## src/rtl/sbs_pkg.sv

```systemverilog
// ----------------------------------------------------------------------------
// sbs_pkg
// Shared types and constants of the stack bytecode sequencer.
// ----------------------------------------------------------------------------
package sbs_pkg;

  localparam int unsigned STACK_DEPTH_DEF = 256;
  localparam int unsigned INDEX_BITS_DEF  = 16;

  localparam int unsigned OP_W       = 3;
  localparam int unsigned IMM_W      = 5;
  localparam int unsigned BYTE_W     = OP_W + IMM_W;
  localparam int unsigned TBL_IDX_W  = 16;
  localparam int unsigned ARITY_W    = 16;
  localparam int unsigned SLOT_W     = 9;
  localparam int unsigned SHORT_BIT  = 4;

  typedef enum logic [OP_W-1:0] {
    OP_IMM   = 3'd0,
    OP_CONST = 3'd1,
    OP_VAR   = 3'd2,
    OP_ARITY = 3'd3,
    OP_FUNC2 = 3'd4,
    OP_FUNC  = 3'd5,
    OP_STORE = 3'd6,
    OP_RSVD  = 3'd7
  } op_e;

  typedef enum logic [2:0] {
    CMD_NONE  = 3'd0,
    CMD_CONST = 3'd1,
    CMD_VAR   = 3'd2,
    CMD_CALL  = 3'd3,
    CMD_STORE = 3'd4
  } cmd_e;

  typedef enum logic [2:0] {
    ST_OK    = 3'd0,
    ST_UNDER = 3'd1,
    ST_EMPTY = 3'd2,
    ST_EXTRA = 3'd3,
    ST_OVER  = 3'd4
  } status_e;

  typedef struct packed {
    cmd_e                 command;
    logic [TBL_IDX_W-1:0] table_index;
    logic [ARITY_W-1:0]   call_arity;
    logic [SLOT_W-1:0]    stack_slot;
    status_e              status;
    logic                 program_end;
  } res_t;

endpackage

```

## src/rtl/sbs_if.sv

```systemverilog
// ----------------------------------------------------------------------------
// sbs_if
// Valid/ready channels: bytecode input and decoded command output.
// ----------------------------------------------------------------------------
interface sbs_in_if
  import sbs_pkg::*;
();
  logic              valid;
  logic              ready;
  logic [BYTE_W-1:0] code_byte;
  logic              last_byte;

  modport source (output valid, code_byte, last_byte, input ready);
  modport sink   (input valid, code_byte, last_byte, output ready);
endinterface

interface sbs_out_if
  import sbs_pkg::*;
();
  logic                 valid;
  logic                 ready;
  cmd_e                 command;
  logic [TBL_IDX_W-1:0] table_index;
  logic [ARITY_W-1:0]   call_arity;
  logic [SLOT_W-1:0]    stack_slot;
  status_e              status;
  logic                 program_end;

  modport source (output valid, command, table_index, call_arity, stack_slot, status,
                  program_end, input ready);
  modport sink   (input valid, command, table_index, call_arity, stack_slot, status,
                  program_end, output ready);
endinterface

```

## src/rtl/sbs_step.sv

```systemverilog
// ----------------------------------------------------------------------------
// sbs_step
// Sequencer state (accumulator, arity, depth, halt) and one-byte decode.
// ----------------------------------------------------------------------------
module sbs_step
  import sbs_pkg::*;
#(
  parameter int unsigned STACK_DEPTH = STACK_DEPTH_DEF,
  parameter int unsigned INDEX_BITS  = INDEX_BITS_DEF
) (
  input  logic              clk_i,
  input  logic              rst_ni,
  input  logic              fire_i,
  input  logic [BYTE_W-1:0] code_byte_i,
  input  logic              last_byte_i,
  output res_t              res_o
);

  localparam int unsigned DEPTH_W = $clog2(STACK_DEPTH + 1);
  localparam int unsigned CW      = ((DEPTH_W > ARITY_W) ? DEPTH_W : ARITY_W) + 1;

  logic [INDEX_BITS-1:0] acc_q, acc_d;
  logic [ARITY_W-1:0]    arity_q, arity_d;
  logic [DEPTH_W-1:0]    depth_q, depth_d;
  logic                  halted_q, halted_d;
  status_e               cause_q, cause_d;
  logic                  after_ar_q, after_ar_d;

  op_e                        op;
  logic [INDEX_BITS-1:0]      acc_new;
  logic [INDEX_BITS-1:0]      acc_call;
  logic [INDEX_BITS+IMM_W-1:0] acc_shift;
  logic [INDEX_BITS+TBL_IDX_W-1:0] idx_ext, idx_call_ext;
  logic [TBL_IDX_W-1:0]       idx16, idx16_call;
  logic                       short_call;
  logic [ARITY_W-1:0]         n;
  logic [CW-1:0]              depth_c, n_c, diff;
  res_t                       res;

  always_comb begin
    op         = op_e'(code_byte_i[BYTE_W-1 -: OP_W]);
    acc_shift  = {acc_q, code_byte_i[IMM_W-1:0]};
    acc_new    = acc_shift[INDEX_BITS-1:0];
    short_call = (arity_q == '0) && ((op == OP_FUNC2) || after_ar_q);
    acc_call   = acc_new;
    if (short_call) begin
      acc_call[SHORT_BIT] = 1'b0;
    end
    idx_ext      = {{TBL_IDX_W{1'b0}}, acc_new};
    idx_call_ext = {{TBL_IDX_W{1'b0}}, acc_call};
    idx16        = idx_ext[TBL_IDX_W-1:0];
    idx16_call   = idx_call_ext[TBL_IDX_W-1:0];
    n = arity_q;
    if (short_call) begin
      n = acc_new[SHORT_BIT] ? ARITY_W'(2) : ARITY_W'(1);
    end
    depth_c = CW'(depth_q);
    n_c     = CW'(n);
    diff    = depth_c - n_c;

    res             = '0;
    res.command     = CMD_NONE;
    res.status      = ST_OK;
    res.program_end = last_byte_i;

    acc_d      = acc_q;
    arity_d    = arity_q;
    depth_d    = depth_q;
    halted_d   = halted_q;
    cause_d    = cause_q;
    after_ar_d = after_ar_q;

    if (!halted_q) begin
      acc_d      = acc_new;
      after_ar_d = 1'b0;
      case (op)
        OP_CONST, OP_VAR: begin
          if (depth_c >= CW'(STACK_DEPTH)) begin
            res.status = ST_OVER;
          end else begin
            res.command     = (op == OP_CONST) ? CMD_CONST : CMD_VAR;
            res.table_index = idx16;
            res.stack_slot  = SLOT_W'(depth_c);
            depth_d         = depth_q + DEPTH_W'(1);
          end
          acc_d = '0;
        end
        OP_ARITY: begin
          arity_d    = idx16;
          after_ar_d = 1'b1;
          acc_d      = '0;
        end
        OP_FUNC2, OP_FUNC: begin
          if (n_c > depth_c) begin
            res.status = ST_UNDER;
          end else if (diff >= CW'(STACK_DEPTH)) begin
            res.status = ST_OVER;
          end else begin
            res.command     = CMD_CALL;
            res.table_index = idx16_call;
            res.call_arity  = n;
            res.stack_slot  = SLOT_W'(diff);
            depth_d         = DEPTH_W'(diff + CW'(1));
          end
          arity_d = '0;
          acc_d   = '0;
        end
        OP_STORE: begin
          if (depth_q == '0) begin
            res.status = ST_UNDER;
          end else begin
            res.command     = CMD_STORE;
            res.table_index = idx16;
            res.stack_slot  = SLOT_W'(depth_c - CW'(1));
            depth_d         = depth_q - DEPTH_W'(1);
          end
          acc_d = '0;
        end
        default: ;
      endcase

      if (res.status != ST_OK) begin
        halted_d = 1'b1;
        cause_d  = res.status;
      end else if (last_byte_i) begin
        if (depth_d == '0) begin
          res.status = ST_EMPTY;
        end else if (depth_d > DEPTH_W'(1)) begin
          res.status = ST_EXTRA;
        end
      end
    end else if (last_byte_i) begin
      res.status = cause_q;
    end

    if (last_byte_i) begin
      acc_d      = '0;
      arity_d    = '0;
      depth_d    = '0;
      halted_d   = 1'b0;
      cause_d    = ST_OK;
      after_ar_d = 1'b0;
    end
  end

  assign res_o = res;

  always_ff @(posedge clk_i or negedge rst_ni) begin
    if (!rst_ni) begin
      acc_q      <= '0;
      arity_q    <= '0;
      depth_q    <= '0;
      halted_q   <= 1'b0;
      cause_q    <= ST_OK;
      after_ar_q <= 1'b0;
    end else if (fire_i) begin
      acc_q      <= acc_d;
      arity_q    <= arity_d;
      depth_q    <= depth_d;
      halted_q   <= halted_d;
      cause_q    <= cause_d;
      after_ar_q <= after_ar_d;
    end
  end

endmodule

```

## src/rtl/sbs_out_reg.sv

```systemverilog
// ----------------------------------------------------------------------------
// sbs_out_reg
// Result register; takes a new result while empty or as the held one leaves.
// ----------------------------------------------------------------------------
module sbs_out_reg
  import sbs_pkg::*;
(
  input  logic clk_i,
  input  logic rst_ni,
  input  logic load_i,
  input  res_t res_i,
  output logic free_o,
  sbs_out_if.source out_o
);

  logic valid_q, valid_d;
  res_t res_q;

  assign free_o  = !valid_q || out_o.ready;
  assign valid_d = load_i || (valid_q && !out_o.ready);

  always_ff @(posedge clk_i or negedge rst_ni) begin
    if (!rst_ni) begin
      valid_q <= 1'b0;
    end else begin
      valid_q <= valid_d;
    end
  end

  always_ff @(posedge clk_i) begin
    if (load_i) begin
      res_q <= res_i;
    end
  end

  assign out_o.valid       = valid_q;
  assign out_o.command     = res_q.command;
  assign out_o.table_index = res_q.table_index;
  assign out_o.call_arity  = res_q.call_arity;
  assign out_o.stack_slot  = res_q.stack_slot;
  assign out_o.status      = res_q.status;
  assign out_o.program_end = res_q.program_end;

endmodule

```

## src/rtl/stack_bytecode_sequencer.sv

```systemverilog
// ----------------------------------------------------------------------------
// stack_bytecode_sequencer
// Decodes a bytecode stream into stack commands and tracks stack depth.
//
//   channel | dir | payload                                            | transfer
//   in_i    | in  | code_byte, last_byte                               | valid&ready
//   out_o   | out | command, table_index, call_arity, stack_slot,      | valid&ready
//           |     | status, program_end                                |
//
// One byte per cycle while in_i.ready; its result is on out_o in the cycle after.
// in_i.ready is high while the result register is empty or being drained.
// Reset clears the accumulator, arity, depth and halt state; a last byte
// clears them again after its result is formed.
// ----------------------------------------------------------------------------
module stack_bytecode_sequencer
  import sbs_pkg::*;
#(
  parameter int unsigned STACK_DEPTH = STACK_DEPTH_DEF,
  parameter int unsigned INDEX_BITS  = INDEX_BITS_DEF
) (
  input  logic      clk_i,
  input  logic      rst_ni,
  sbs_in_if.sink    in_i,
  sbs_out_if.source out_o
);

  logic fire;
  logic free;
  res_t res;

  assign in_i.ready = free;
  assign fire       = in_i.valid && free;

  sbs_step #(
    .STACK_DEPTH (STACK_DEPTH),
    .INDEX_BITS  (INDEX_BITS)
  ) u_step (
    .clk_i       (clk_i),
    .rst_ni      (rst_ni),
    .fire_i      (fire),
    .code_byte_i (in_i.code_byte),
    .last_byte_i (in_i.last_byte),
    .res_o       (res)
  );

  sbs_out_reg u_out (
    .clk_i  (clk_i),
    .rst_ni (rst_ni),
    .load_i (fire),
    .res_i  (res),
    .free_o (free),
    .out_o  (out_o)
  );

endmodule

```

## src/flat_wrapper.sv

```systemverilog
// flat-port wrapper written by rule: the top's interface ports become plain ports
module stack_bytecode_sequencer_flat import sbs_pkg::*;
#(
  parameter int unsigned STACK_DEPTH = STACK_DEPTH_DEF,
  parameter int unsigned INDEX_BITS  = INDEX_BITS_DEF
)
  (clk_i, rst_ni, in_i_valid, in_i_code_byte, in_i_last_byte, in_i_ready, out_o_valid, out_o_command, out_o_table_index, out_o_call_arity, out_o_stack_slot, out_o_status, out_o_program_end, out_o_ready);
  sbs_in_if in_i_i ();
  sbs_out_if out_o_i ();
  input  logic clk_i;
  input  logic rst_ni;
  input wire logic [$bits(in_i_i.valid)-1:0] in_i_valid;
  input wire logic [$bits(in_i_i.code_byte)-1:0] in_i_code_byte;
  input wire logic [$bits(in_i_i.last_byte)-1:0] in_i_last_byte;
  output wire logic [$bits(in_i_i.ready)-1:0] in_i_ready;
  output wire logic [$bits(out_o_i.valid)-1:0] out_o_valid;
  output wire logic [$bits(out_o_i.command)-1:0] out_o_command;
  output wire logic [$bits(out_o_i.table_index)-1:0] out_o_table_index;
  output wire logic [$bits(out_o_i.call_arity)-1:0] out_o_call_arity;
  output wire logic [$bits(out_o_i.stack_slot)-1:0] out_o_stack_slot;
  output wire logic [$bits(out_o_i.status)-1:0] out_o_status;
  output wire logic [$bits(out_o_i.program_end)-1:0] out_o_program_end;
  input wire logic [$bits(out_o_i.ready)-1:0] out_o_ready;
  assign in_i_i.valid = in_i_valid;
  assign in_i_i.code_byte = in_i_code_byte;
  assign in_i_i.last_byte = in_i_last_byte;
  assign in_i_ready = in_i_i.ready;
  assign out_o_valid = out_o_i.valid;
  assign out_o_command = out_o_i.command;
  assign out_o_table_index = out_o_i.table_index;
  assign out_o_call_arity = out_o_i.call_arity;
  assign out_o_stack_slot = out_o_i.stack_slot;
  assign out_o_status = out_o_i.status;
  assign out_o_program_end = out_o_i.program_end;
  assign out_o_i.ready = out_o_ready;
  stack_bytecode_sequencer #(.STACK_DEPTH(STACK_DEPTH), .INDEX_BITS(INDEX_BITS)) u_core (.clk_i(clk_i), .rst_ni(rst_ni), .in_i(in_i_i), .out_o(out_o_i));
endmodule
```

## config.mk

```make
export PLATFORM = sky130hd
export DESIGN_NAME = stack_bytecode_sequencer_flat
export DESIGN_NICKNAME = d
export VERILOG_FILES = /design/src/rtl/sbs_pkg.sv /design/src/rtl/sbs_if.sv /design/src/rtl/sbs_step.sv /design/src/rtl/sbs_out_reg.sv /design/src/rtl/stack_bytecode_sequencer.sv /design/src/flat_wrapper.sv
export SDC_FILE = /design/constraint.sdc
export NUM_CORES = 1
export LEC_CHECK = 0
export BUFFER_PORTS_ARGS = -buffer_cell sky130_fd_sc_hd__buf_2
export CORE_MARGIN = 2
export CORE_UTILIZATION = 44
export CTS_CLUSTER_DIAMETER = 30
export DETAILED_ROUTE_END_ITERATION = 8
export PLACE_DENSITY = 0.6
export SLEW_MARGIN = 5
export SYNTH_ARGS = -nofsm -noshare
export SYNTH_HDL_FRONTEND = slang
export SYNTH_SLANG_ARGS = --single-unit
```

## constraint.sdc

```tcl
create_clock -name clk_i -period 4.9 [get_ports clk_i]
set_input_delay 1.47 -clock clk_i [delete_from_list [all_inputs] [get_ports clk_i]]
set_output_delay 1.47 -clock clk_i [all_outputs]
set_load 0.01 [all_outputs]
```

## Word-level counts from Yosys, hierarchy flattened

Index checks and enable logic that the tools add are counted.
W data, S select, Z words.

- Multiplexer cells: 46
- Bitwise operators: 1
- Add/sub/neg operators: 5
- Equal/unequal tests: 7
- Reductions and logical operators: 21
- Magnitude comparators: 4

Operator list:

| kind | number |
|---|---|
| $mux W43 | 2 |
| $mux W9 | 9 |
| $pmux W19 S3 | 1 |
| $mux W16 | 3 |
| $mux W3 | 12 |
| $pmux W12 S3 | 1 |
| $mux W11 | 3 |
| $pmux W16 S2 | 1 |
| $pmux W9 S3 | 1 |
| $mux W19 | 1 |
| $add A9 B1 Y9 const B | 2 |
| $logic_not A9 Y1 | 2 |
| $mux W18 | 1 |
| $sub A9 B1 Y9 const B | 2 |
| $ge A17 B9 Y1 const B | 1 |
| $sub A9 B16 Y17 | 1 |
| $gt A16 B9 Y1 | 1 |
| $logic_not A16 Y1 | 1 |
| $mux W12 | 1 |
| $eq A3 B3 Y1 const B | 3 |
| $ge A9 B9 Y1 const B | 1 |
| $gt A9 B1 Y1 const B | 1 |
| $mux W1 | 8 |
| $eq A3 B2 Y1 const B | 2 |
| 14 further kinds | 23 |

- Output and inout port bits: 50
- Register bits after elaboration: 90
- Bits of input ports: 13
- Word-level logic and storage cells: 97

## Logic depth before layout (Yosys ltp)

Gate-level depths: netlist of run 1.

- Depth in word-level cells: 16
- Depth in mapped cells: 18
- Depth with buffers taken out: 16

## Modules after synthesis

Synthesis of run 1 repeated with hierarchy kept, for this count alone.

- Cells, all modules: 519
- Area, all modules: 5132.4 µm²

By module, submodules not included:

| module | times used | area an instance (µm²) | sequential area each (µm²) | cells each |
|---|---|---|---|---|
| sbs_step | 1 | 3637.2 | 1001.0 | 467 |
| sbs_out_reg | 1 | 1488.9 | 1466.4 | 51 |
| stack_bytecode_sequencer | 1 | 6.3 | 0.0 | 1 |

## Least setup slack after synthesis of run 1

Ideal clock, no wire load.

- Path kind: in2reg
- Start: in in_i_code_byte[6]
- End: reg u_core.u_out.res_q (netlist bit u_core.u_out.out_o.status[1]) (data pin)
- Stages on the path: 17
- Slack: -0.506 ns
- Path buffers: 1
- Data arrival time: 5.129 ns
- Library setup time: 0.276 ns
- Data required time: 4.624 ns
- Cells stage by stage: clkbuf_1 -> nor2_1 -> a21oi_1 -> nor3_1 -> a21o_1 -> ha_1 -> inv_1 -> fa_1 -> a211o_1 -> a211o_1 -> a211o_1 -> a221oi_4 -> mux2i_1 -> o22a_1 -> nand4_1 -> nor4_2 -> a2111oi_2

- Longest elaborated chain between the ends: 16
- Elaborated cells on any way between the ends: 30
- Those cells by class: add/sub (2); order compare (3); eq/ne (5); mux (14); reduce/logical (6)

RTL lines:

| element | RTL line | text |
|---|---|---|
| start, declared | flat_wrapper.sv:13 | `input wire logic [$bits(in_i_i.code_byte)-1:0] in_i_code_byte;` |
| $eq A3 B3 Y1 (*) | sbs_step.sv:44 | `short_call = (arity_q == '0) && ((op == OP_FUNC2) \|\| after_ar_q);` |
| $logic_or A1 B1 Y1 (*) | sbs_step.sv:44 |  |
| $logic_and A1 B1 Y1 (*) | sbs_step.sv:44 |  |
| $mux W16 (*) | sbs_step.sv:54 | `if (short_call) begin` |
| named net u_core.u_step.n[0] | sbs_step.sv:36 | `logic [ARITY_W-1:0] n;` |
| $sub A9 B16 Y17 | sbs_step.sv:59 | `diff = depth_c - n_c;` |
| $ge A17 B9 Y1 / $add A9 B1 Y9 (equally long branches) | sbs_step.sv:96, sbs_step.sv:103 |  |
| $mux W9 | sbs_step.sv:96 | `end else if (diff >= CW'(STACK_DEPTH)) begin` |
| $mux W9 | sbs_step.sv:94 | `if (n_c > depth_c) begin` |
| $pmux W9 S3 | sbs_step.sv:76 | `case (op)` |
| $mux W9 | sbs_step.sv:73 | `if (!halted_q) begin` |
| $gt A9 B1 Y1 | sbs_step.sv:128 | `end else if (depth_d > DEPTH_W'(1)) begin` |
| $mux W3 | sbs_step.sv:128 |  |
| $mux W3 | sbs_step.sv:126 | `if (depth_d == '0) begin` |
| $mux W3 | sbs_step.sv:125 | `end else if (last_byte_i) begin` |
| $mux W3 (*) | sbs_step.sv:122 | `if (res.status != ST_OK) begin` |
| $mux W3 (*) | sbs_step.sv:73 |  |
| end signal, assigned | sbs_out_reg.sv:32 | `res_q <= res_i;` |
| end, declared | sbs_out_reg.sv:17 | `res_t res_q;` |

Mark *: on every way through the listed nets, which the timed path passes. The rest lies on a longest branch. The select of a mux whose other input is x is not followed.
A chain may end at the register's enable or synchronous reset.

==> results.sh, run 1 <==
export IMPL_startpoint_type="input port"
export IMPL_num_fill_cells=1068
export IMPL_cts_root_buf="sky130_fd_sc_hd__clkbuf_16"
export IMPL_post_synthesis_cell_area_um2=5050
export IMPL_die_h_um=111
export IMPL_reg2reg_from="u_core.u_step.arity_q[0]"
export IMPL_globalplace_congestion=0.973
export IMPL_finalCritPeriodShare_pct=98.5
export IMPL_synth_simple_gate_area_share_pct=21.0
export IMPL_muxShareOfSynthArea_pct=0.793
export IMPL_cts_sinks=89
export IMPL_clk_latency_ns=0.35
export IMPL_final_min_clock_period_ns=4.83
export IMPL_numCtsBuffers=9
export IMPL_synth_xor_area_share_pct=1.74
export IMPL_kind_of_end_point_of_the_critical_path="register"
export IMPL_die_x_um=111
export IMPL_grt_overflow=0
export IMPL_synth_yosys_seq_area_share_pct=48.9
export IMPL_antenna_diode_count=0
export IMPL_detail_route_wirelength_um=15100
export IMPL_die_area_um2=12300
export IMPL_drt_vias_per_instance=5.84
export IMPL_synth_adder_area_share_pct=4.12
export IMPL_clk_transition_reported_paths_ns=0.06
export IMPL_drt_drc_violations_left=0
export IMPL_gr_usage_all_layers_pct=24.8
export IMPL_min_delay_start="u_core.u_step.arity_q[13]"
export IMPL_run_status="completed"
export IMPL_number_of_antenna_violations_at_the_first_check_in_global_routing=0
export IMPL_postSynthCellCount=516
export IMPL_timing_max_slew_rel_slack_pct=16.6
export IMPL_netlist_top_cell_by_area="sky130_fd_sc_hd__edfxtp_1"
export IMPL_cts_root_to_sink_buffers=2
export IMPL_max_vdd_ir_drop_mv=0.413
export IMPL_wire_length_of_the_first_global_routing_pass_um=23500
export IMPL_synth_top_area_share_pct=28.6
export IMPL_async_reset_ff_share_pct=46.1
export IMPL_io_buffer_count=62
export IMPL_most_common_cell_in_the_netlist="sky130_fd_sc_hd__nand2_1"
export IMPL_finalCoreUtilization_pct=54.4
export IMPL_dp_final_hpwl_um=11100
export IMPL_num_vias=4453
export IMPL_skew_ns=0.0117
export IMPL_synth_top_family_by_area="simple AND/OR/NAND/NOR gates"
export IMPL_grt_max_degree=52
export IMPL_crit_path_max_fanout=7
export IMPL_post_drt_wl_per_cell_um=19.8
export IMPL_synth_ff_latch_count=89
export IMPL_worst_hold_path_type="reg2reg"
export IMPL_area_growth_pct=22.1
export IMPL_num_nets_final=643
export IMPL_layout_drive_gt1_share_pct=24.1
export IMPL_max_freq_mhz=207
export IMPL_rsz0062_at_grt="yes"
export IMPL_start_util_pct=44.6
export IMPL_core_region_area_um2=11300
export IMPL_slew_viol_final=0
export IMPL_synth_top_cells_by_count="sky130_fd_sc_hd__nand2_1 (53), sky130_fd_sc_hd__edfxtp_1 (48), sky130_fd_sc_hd__dfrtp_1 (41), sky130_fd_sc_hd__nor2_1 (38), sky130_fd_sc_hd__a21oi_1 (30)"
export IMPL_crit_type="in2reg"
export IMPL_cellLeakagePower_nw=2.74
export IMPL_cp_required_ns=4.97
export IMPL_synth_enable_flop_cells=48
export IMPL_io_pins=63
export IMPL_synth_compound_gate_area_share_pct=19.0
export IMPL_crit_start="in_i_code_byte[6]"
export IMPL_ys_types=69
export IMPL_ys_flop_type="sky130_fd_sc_hd__edfxtp_1"
export IMPL_cts_tree="done"
export IMPL_max_slew_worst_pin_slew_ns=1.25
export IMPL_max_cap_viol_count=0
export IMPL_power_density_nw_per_um2=688
export IMPL_firstDrtPassIters=4
export IMPL_route_antenna_remaining_nets=0
export IMPL_synthTopCellsByArea="sky130_fd_sc_hd__edfxtp_1 (29%), sky130_fd_sc_hd__dfrtp_1 (20%), sky130_fd_sc_hd__nand2_1 (3.9%)"
export IMPL_finalSetupViolations=0
export IMPL_htree_num_levels=3
export IMPL_report_final_hold_viol_count=0
export IMPL_syn_avg_cell_area_um2=9.78
export IMPL_drt_iter0_drc=381
export IMPL_cts_hold_fix_buffers=0
export IMPL_crit_arrival_ns=4.89
export IMPL_rows=39
export IMPL_report_power_total_w=0.00424
export IMPL_ys_warnings_count=0
export IMPL_first_global_vias=4207
cell usage in the layout (no fill, tap or decap), types with 3 or more instances in the layout:
cell type                   netlist  layout
sky130_fd_sc_hd__buf_2            1      60
sky130_fd_sc_hd__nand2b_1         5       5
sky130_fd_sc_hd__a211oi_1         3       3
sky130_fd_sc_hd__o211ai_1         5       5
sky130_fd_sc_hd__a21oi_1         30      28
sky130_fd_sc_hd__ha_1            15      14
sky130_fd_sc_hd__o22ai_1          5       5
sky130_fd_sc_hd__xnor2_1          5       5
sky130_fd_sc_hd__xor2_1           5       5
sky130_fd_sc_hd__nand3_1         29      29
sky130_fd_sc_hd__o21a_1           3       3
sky130_fd_sc_hd__nor3_1          19      18
sky130_fd_sc_hd__mux2i_1          4       4
sky130_fd_sc_hd__nor4_1           5       5
sky130_fd_sc_hd__o21ai_0         26      25
sky130_fd_sc_hd__nor2b_1          6       6
sky130_fd_sc_hd__nand3b_1         3       3
sky130_fd_sc_hd__conb_1           1       7
sky130_fd_sc_hd__a21o_1           6       6
sky130_fd_sc_hd__dfrtp_1         41      41
sky130_fd_sc_hd__nand2_1         53      53
sky130_fd_sc_hd__a22o_1          15      15
sky130_fd_sc_hd__nor3b_1          3       3
sky130_fd_sc_hd__or3_1            5       5
sky130_fd_sc_hd__and3_1           3       3
sky130_fd_sc_hd__a221oi_1         3       3
sky130_fd_sc_hd__nor2_1          38      37
sky130_fd_sc_hd__inv_1           22      20
sky130_fd_sc_hd__edfxtp_1        48      48
sky130_fd_sc_hd__and2_1          18      18
sky130_fd_sc_hd__a31oi_1          8       8
sky130_fd_sc_hd__o31ai_1          3       3
sky130_fd_sc_hd__buf_4            5      48
sky130_fd_sc_hd__clkbuf_16        0       9
sky130_fd_sc_hd__a211o_1          6       6
sky130_fd_sc_hd__nand4_1          7       7
worst max-delay path, cell delays in order:
cell and delay, ns:
sky130_fd_sc_hd__buf_8 0.10, sky130_fd_sc_hd__nor2_4 0.13, sky130_fd_sc_hd__a21oi_4 0.08, sky130_fd_sc_hd__nor3_2 0.13, sky130_fd_sc_hd__a21o_1 0.18, sky130_fd_sc_hd__ha_4 0.15, sky130_fd_sc_hd__inv_2 0.03, sky130_fd_sc_hd__fa_2 0.34
sky130_fd_sc_hd__a211o_1 0.29, sky130_fd_sc_hd__a211o_1 0.28, sky130_fd_sc_hd__a211o_1 0.32, sky130_fd_sc_hd__a221oi_4 0.27, sky130_fd_sc_hd__buf_6 0.16, sky130_fd_sc_hd__mux2i_1 0.19, sky130_fd_sc_hd__o22a_1 0.19, sky130_fd_sc_hd__nand4_1 0.13
sky130_fd_sc_hd__nor4_4 0.34, sky130_fd_sc_hd__o31ai_1 0.12
power breakdown:
group,switching [W],leakage (nW),internal [W]
Sequential,0.000137,1.03,0.000897
Combinational,0.00136,1.57,0.00114
Clock,0.000308,0.142,0.000398
Total,0.00180,2.74,0.00244
final timing paths:
path                            slack [ns]                      endpoint  depth (start not counted)
max in group asynchronous             3.07     u_core.u_step.arity_q[11]                          1
min in group asynchronous             1.26      u_core.u_step.after_ar_q                          1
worst max-delay path                  0.07  u_core.u_out.out_o.status[0]                         18
worst min register to register        0.48     u_core.u_step.arity_q[13]                          2
worst max register to register        0.43  u_core.u_out.out_o.status[0]                         17
worst min-delay path                  0.48     u_core.u_step.arity_q[13]                          2
state kept, by name, indices dropped and copies added, names as in the netlist:
| name | cells |
|---|---|
| u_core.u_step.cause_q | 2 |
| u_core.u_step.halted_q | 1 |
| u_core.u_step.arity_q | 16 |
| u_core.u_step.after_ar_q | 1 |
| u_core.u_out.out_o.status | 3 |
| u_core.u_step.depth_q | 9 |
| u_core.u_out.out_o.valid | 1 |
| u_core.u_step.acc_q | 11 |
| u_core.u_out.out_o.call_arity | 16 |
| u_core.u_out.out_o.program_end | 1 |
| u_core.u_out.out_o.table_index | 16 |
| u_core.u_out.out_o.stack_slot | 9 |
| u_core.u_out.out_o.command | 3 |
cell type report:
| type | instances | area [µm²] | area share [%] |
|---|---|---|---|
| clock inverter | 6 | 66.3 | 1.08 |
| timing repair buffer | 111 | 698 | 11.3 |
| multi-input combinational | 381 | 2440 | 39.6 |
| clock buffer | 10 | 229 | 3.71 |
| sequential | 89 | 2470 | 40.0 |
| tap | 143 | 179 | 2.90 |
| inverter | 22 | 82.6 | 1.34 |
metrics by stage:
step	setup TNS, ns	instance area (µm²)	worst slack (ns)	std cells	hold slack [ns]
6_report	0	6160	0.0718	762	0.476
5_1_grt	-0.211	6160	-0.109	762	0.490
4_1_cts	0	6130	0.0179	760	0.478
3_5_place_dp	-6.16	5770	-0.458	741	0.459
3_3_place_gp	-3.89	5770	-0.468	741	0.457
2_1_floorplan	-0.392	5120	-0.206	522	0.439
kinds of logic (layout without fill, tap and decap cells):
group                    count (synthesis)  in the layout
AO/OA/AOI/OAI                          136            136
other                                    1              7
flip-flops                              89             89
multiplexers                             4              4
XOR/XNOR                                10             10
buffers and inverters                   52            149
AND/OR/NAND/NOR                        208            208
adder cells (fa/ha/maj)                 16             16
routing by layer:
metal  vias up  share of wire (%)  global-route usage (%)
met2       167                 45                    37.8
met3        27                7.8                    4.92
met4         0                2.1                    8.07
met5         -                  0                       0
li1       2100                  -                       -
met1      2159                 45                    35.8
what timing repair did:
| item | in CTS | in global routing |
|---|---|---|
| endpoints found under the hold margin | 0 | 0 |
| setup buffers | 3 | 2 |
| pin swaps | 13 | 7 |
| endpoints found under the setup margin | 2 | 18 |
| resized for setup | 7 | 5 |
(Power assumes the default switching activity.)
==> inputs of run 2 (changes only) <==
Settings changed: CTS_BUF_LIST from default to sky130_fd_sc_hd__clkbuf_4, GPL_TIMING_DRIVEN from default to 0.
==> run 2 against run 1 <==
Net effect:
- the flow now finishes with violations (negative setup slack)
- die area stayed put
- sequential cell count did not move
- sequential power decreased by 5%
- final area is 3.7% lower
- clock power fell by 38%
- worst hold slack better by 0.0099 ns
- first-iteration DRC count is 6.3% higher
- non-clock buffer count shrank 8
- critical path depth unchanged
- total power shrank 14%
- critical endpoint is now u_core.u_out.out_o.status[1]
- highest routed layer is now met5
==> results.sh, run 2 (synthesis results as in run 1) <==
export IMPL_run_status="finished, violations left"
export IMPL_failed_checks="negative setup slack"
export IMPL_cellLeakagePower_nw=2.58
export IMPL_max_vdd_ir_drop_mv=0.340
export IMPL_clk_latency_ns=0.48
export IMPL_crit_type="in2reg"
export IMPL_detail_route_wirelength_um=14600
export IMPL_finalCritPeriodShare_pct=102
export IMPL_wire_length_of_the_first_global_routing_pass_um=23200
export IMPL_start_util_pct=44.6
export IMPL_post_drt_wl_per_cell_um=19.4
export IMPL_globalplace_congestion=0.956
export IMPL_gr_usage_all_layers_pct=24.2
export IMPL_area_growth_pct=17.6
export IMPL_startpoint_type="input port"
export IMPL_report_power_total_w=0.00363
export IMPL_fin_tns_setup_ns=-0.198
export IMPL_htree_num_levels=3
export IMPL_kind_of_end_point_of_the_critical_path="register"
export IMPL_max_slew_worst_pin_slew_ns=0.943
export IMPL_first_global_vias=4159
export IMPL_die_h_um=111
export IMPL_max_cap_viol_count=0
export IMPL_layout_setup_ws_ns=-0.106
export IMPL_io_pins=63
export IMPL_finalSetupViolations=2
export IMPL_core_region_area_um2=11300
export IMPL_num_nets_final=635
export IMPL_power_density_nw_per_um2=611
export IMPL_num_vias=4408
export IMPL_mostFrequentLayoutCells="sky130_fd_sc_hd__buf_2 (60), sky130_fd_sc_hd__nand2_1 (53), sky130_fd_sc_hd__edfxtp_1 (48)"
export IMPL_multi_input_area_um2=2450
export IMPL_rows=39
export IMPL_die_x_um=111
export IMPL_slew_viol_final=0
export IMPL_route_antenna_remaining_nets=0
export IMPL_cp_required_ns=5.11
export IMPL_io_buffer_count=61
export IMPL_drt_iter0_drc=405
export IMPL_num_fill_cells=1067
export IMPL_cts_root_to_sink_buffers=2
export IMPL_most_frequent_standard_cell_in_the_layout_excluding_fill_and_tap_cells="sky130_fd_sc_hd__buf_2"
export IMPL_dp_final_hpwl_um=10700
export IMPL_grt_overflow=0
export IMPL_antenna_diode_count=0
export IMPL_final_min_clock_period_ns=5.01
export IMPL_drt_vias_per_instance=5.85
export IMPL_crit_path_max_fanout=8
export IMPL_report_final_hold_viol_count=0
export IMPL_die_area_um2=12300
export IMPL_worst_hold_path_type="reg2reg"
export IMPL_cts_sinks=89
export IMPL_cts_root_buf="sky130_fd_sc_hd__clkbuf_4"
export IMPL_cts_tree="done"
export IMPL_numCtsBuffers=9
export IMPL_clk_transition_reported_paths_ns=0.15
export IMPL_number_of_antenna_violations_at_the_first_check_in_global_routing=1
export IMPL_grt_max_degree=42
export IMPL_layout_drive_gt1_share_pct=20.3
export IMPL_skew_ns=0.0189
export IMPL_rsz0062_at_grt="yes"
export IMPL_max_freq_mhz=200
export IMPL_drt_drc_violations_left=0
export IMPL_cts_hold_fix_buffers=0
export IMPL_post_layout_nonfiller_instances=754
export IMPL_timing_max_slew_rel_slack_pct=37.1
export IMPL_place_inst=727
export IMPL_firstDrtPassIters=5
export IMPL_final_seq_area_um2=2470
export IMPL_crit_arrival_ns=5.22
-- run 2: cell count changes in the layout (fill, tap and decap cells not counted), sizes merged --
cell | before | now
buf | 111 | 83
clkbuf | 10 | 29
clkinv | 3 | 2
clkinvlp | 1 | 2
inv | 23 | 24
-- run 2: area by class of cell --
| type | count | area share [%] |
|---|---|---|
| flip-flops and latches | 89 | 41.6 |
| multi-input cells | 381 | 41.3 |
| repair buffers | 75 | 7.63 |
| well taps | 143 | 3.01 |
| plain buffers | 28 | 2.66 |
| inverters | 22 | 1.39 |
| clock inverters | 7 | 1.31 |
| clock buffers | 9 | 1.14 |
-- run 2: timing repair --
action,CTS,global route
endpoints found under the setup margin,18,13
buffers inserted,8,5
pin swaps,14,13
resized for setup,11,5
-- run 2: routing by layer --
| layer | routed length (µm) | vias up | share of wire (%) | track usage, % |
|---|---|---|---|---|
| met2 | 6430 | 135 | 44 | 35.1 |
| met5 | 13 | - | 0.089 | 0 |
| met1 | 7050 | 2172 | 48 | 36.8 |
| li1 | - | 2077 | - | - |
| met4 | 281 | 2 | 1.9 | 8.07 |
| met3 | 828 | 22 | 5.7 | 4.05 |
-- run 2: path summary, 6_finish.rpt --
path / start / slack [ns] / cells past startpoint / to
worst max-delay path: in_i_code_byte[5] / -0.11 / 18 / u_core.u_out.out_o.status[1]
worst min-delay path: u_core.u_step.arity_q[15] / 0.49 / 2 / u_core.u_step.arity_q[15]
worst max register to register: u_core.u_step.arity_q[14] / 0.13 / 17 / u_core.u_out.out_o.status[1]
worst min register to register: u_core.u_step.arity_q[15] / 0.49 / 2 / u_core.u_step.arity_q[15]
max in group asynchronous: rst_ni / 3.19 / 1 / u_core.u_step.depth_q[4]
min in group asynchronous: rst_ni / 1.11 / 1 / u_core.u_step.acc_q[8]
-- run 2: worst max-delay path, cell delays in order --
cell and delay, ns:
sky130_fd_sc_hd__buf_12 0.11, sky130_fd_sc_hd__nor2_4 0.12, sky130_fd_sc_hd__a21oi_2 0.08, sky130_fd_sc_hd__nor3_2 0.15
sky130_fd_sc_hd__a21o_1 0.22, sky130_fd_sc_hd__ha_4 0.16, sky130_fd_sc_hd__inv_2 0.03, sky130_fd_sc_hd__fa_2 0.34
sky130_fd_sc_hd__a211o_1 0.37, sky130_fd_sc_hd__a211o_1 0.33, sky130_fd_sc_hd__a211o_1 0.33, sky130_fd_sc_hd__a221oi_4 0.28
sky130_fd_sc_hd__buf_12 0.16, sky130_fd_sc_hd__mux2i_1 0.21, sky130_fd_sc_hd__o22a_1 0.20, sky130_fd_sc_hd__nand4_1 0.15
sky130_fd_sc_hd__nor4_4 0.38, sky130_fd_sc_hd__a2111oi_2 0.12
-- run 2: power by group --
part,internal (W),switching [W]
Clock,0.000160,0.000280
Combinational,0.000873,0.00133
Sequential,0.000897,0.0000859
-- run 2: through the flow --
stage	instance area (µm²)	hold slack, ns	util, %	setup WS [ns]
floorplan	5120	0.439	-	-0.206
global placement	5610	0.453	49.5	-1.06
detailed placement	5630	0.458	49.7	-1.16
CTS	5880	0.489	52.0	-0.123
global route	5940	0.517	52.4	-0.234
finish	5940	0.486	52.4	-0.106
==> inputs of run 3 (changes only) <==
Settings changed: PLACE_DENSITY 0.6 to 0.63.
Clock period 4.9 ns to 4.43 ns, I/O delays scaled along.
==> run 3 against run 2 <==
Net effect:
- the flow still finishes with violations (negative setup slack)
- critical path depth unchanged
- via count increased by 0.59%
- die area unchanged
- clock-buffer cell count increased by 1
==> results.sh, run 3 (synthesis results as in run 1) <==
export IMPL_run_status="finished, violations left"
export IMPL_failed_checks="negative setup slack"
export IMPL_cp_required_ns=4.66
export IMPL_grt_overflow=0
export IMPL_cts_sinks=89
export IMPL_num_nets_final=641
export IMPL_drt_vias_per_instance=5.83
export IMPL_die_x_um=111
export IMPL_cts_root_buf="sky130_fd_sc_hd__clkbuf_4"
export IMPL_number_of_antenna_violations_at_the_first_check_in_global_routing=0
export IMPL_kind_of_end_point_of_the_critical_path="register"
export IMPL_num_fill_cells=1061
export IMPL_gr_usage_all_layers_pct=23.2
export IMPL_post_layout_nonfiller_instances=760
export IMPL_layout_drive_gt1_share_pct=22.0
export IMPL_io_pins=63
export IMPL_grt_max_degree=42
export IMPL_wire_length_of_the_first_global_routing_pass_um=22400
export IMPL_crit_arrival_ns=5.06
export IMPL_timing_max_slew_rel_slack_pct=37.6
export IMPL_cts_hold_fix_buffers=0
export IMPL_startpoint_type="input port"
export IMPL_cts_tree="done"
export IMPL_layout_setup_ws_ns=-0.399
export IMPL_rsz0062_at_grt="yes"
export IMPL_mostFrequentLayoutCells="sky130_fd_sc_hd__buf_2 (60), sky130_fd_sc_hd__nand2_1 (52), sky130_fd_sc_hd__edfxtp_1 (48)"
export IMPL_start_util_pct=44.6
export IMPL_finish_instance_area_um2=6010
export IMPL_max_vdd_ir_drop_mv=0.275
export IMPL_fin_tns_setup_ns=-1.06
export IMPL_drt_drc_violations_left=0
export IMPL_rows=39
export IMPL_crit_path_max_fanout=7
export IMPL_firstDrtPassIters=5
export IMPL_placement_cell_area_um2=5640
export IMPL_first_global_vias=3964
export IMPL_drt_iter0_drc=478
export IMPL_max_freq_mhz=207
export IMPL_num_vias=4434
export IMPL_die_area_um2=12300
export IMPL_core_region_area_um2=11300
export IMPL_report_final_hold_viol_count=0
export IMPL_reg2reg_from="u_core.u_step.arity_q[11]"
export IMPL_crit_start="in_i_code_byte[6]"
export IMPL_io_buffer_count=61
export IMPL_skew_ns=0.0177
export IMPL_antenna_diode_count=0
export IMPL_setup_reg_to_reg_worst_slack_ns=-0.27
export IMPL_cts_root_to_sink_buffers=2
export IMPL_route_antenna_remaining_nets=0
export IMPL_finalCritPeriodShare_pct=109
export IMPL_globalplace_congestion=0.927
export IMPL_clk_transition_reported_paths_ns=0.16
export IMPL_crit_type="in2reg"
export IMPL_max_slew_worst_pin_slew_ns=0.936
export IMPL_area_growth_pct=19.0
export IMPL_clk_latency_ns=0.47
export IMPL_max_cap_viol_count=0
export IMPL_detail_route_wirelength_um=14300
export IMPL_numCtsBuffers=9
export IMPL_die_h_um=111
export IMPL_finalSetupViolations=15
export IMPL_place_worst_setup_slack_ns=-1.28
export IMPL_post_drt_wl_per_cell_um=18.8
export IMPL_power_density_nw_per_um2=687
export IMPL_cellLeakagePower_nw=2.62
export IMPL_slew_viol_final=0
export IMPL_final_min_clock_period_ns=4.83
export IMPL_min_delay_start="u_core.u_step.arity_q[15]"
export IMPL_place_inst=727
export IMPL_dp_final_hpwl_um=10400
export IMPL_worst_hold_path_type="reg2reg"
export IMPL_htree_num_levels=3
export IMPL_most_frequent_standard_cell_in_the_layout_excluding_fill_and_tap_cells="sky130_fd_sc_hd__buf_2"
## run 3: cell type report
type | instances | area, µm² | share of cell area (%)
clock buffer | 10 | 75.1 | 1.25
multi-input combinational | 381 | 2490 | 41.5
timing repair buffer | 80 | 485 | 8.08
clock inverter | 6 | 50.0 | 0.833
tap | 143 | 179 | 2.98
sequential | 89 | 2470 | 41.1
buffer | 29 | 173 | 2.87
inverter | 22 | 82.6 | 1.37
## run 3: routing by layer
metal	up-vias	part of all wire (%)	global-route usage [%]
met1	2150	46	35.2
met4	0	1.8	5.76
li1	2089	-	-
met2	165	45	35.0
met3	30	6.9	3.66
met5	-	0	0
## run 3: worst paths after layout
path	to	cells after the start
max	u_core.u_out.out_o.status[1]	18
min	u_core.u_step.arity_q[15]	2
max reg2reg	u_core.u_out.out_o.status[1]	17
min reg2reg	u_core.u_step.arity_q[15]	2
max in group asynchronous	u_core.u_step.arity_q[0]	1
min in group asynchronous	u_core.u_step.acc_q[2]	1
## run 3: power by group
group / total (W) / internal, W / switching, W
sequential: 0.00108 / 0.000992 / 0.0000864
clock: 0.000445 / 0.000129 / 0.000316
combinational: 0.00260 / 0.00107 / 0.00153
total: 0.00413 / 0.00219 / 0.00193
## run 3: metrics by stage
stage,utilization (%),hold WS [ns],total power (W)
3_3_place_gp,49.7,0.453,0.00331
3_5_place_dp,49.8,0.462,0.00332
6_report,53.1,0.493,0.00413
4_1_cts,52.3,0.497,0.00395
2_1_floorplan,-,0.439,0.00277
5_1_grt,53.1,0.527,0.00440
## run 3: critical path, stage by stage
cell and delay (ns):
sky130_fd_sc_hd__clkbuf_16 0.12, sky130_fd_sc_hd__nor2_4 0.10, sky130_fd_sc_hd__a21oi_2 0.07, sky130_fd_sc_hd__nor3_2 0.15, sky130_fd_sc_hd__a21o_1 0.26, sky130_fd_sc_hd__ha_4 0.18
sky130_fd_sc_hd__inv_2 0.04, sky130_fd_sc_hd__fa_2 0.38, sky130_fd_sc_hd__a211o_1 0.31, sky130_fd_sc_hd__a211o_1 0.30, sky130_fd_sc_hd__a211o_1 0.33, sky130_fd_sc_hd__a221oi_4 0.28
sky130_fd_sc_hd__buf_12 0.17, sky130_fd_sc_hd__mux2i_2 0.20, sky130_fd_sc_hd__o22a_1 0.21, sky130_fd_sc_hd__nand4_1 0.14, sky130_fd_sc_hd__nor4_4 0.35, sky130_fd_sc_hd__a2111oi_2 0.13
## run 3: what timing repair did
item / CTS / global route
pin swaps: 14 / 10
endpoints found under the setup margin: 47 / 40
gates resized for setup: 15 / 15
setup buffers: 12 / 6
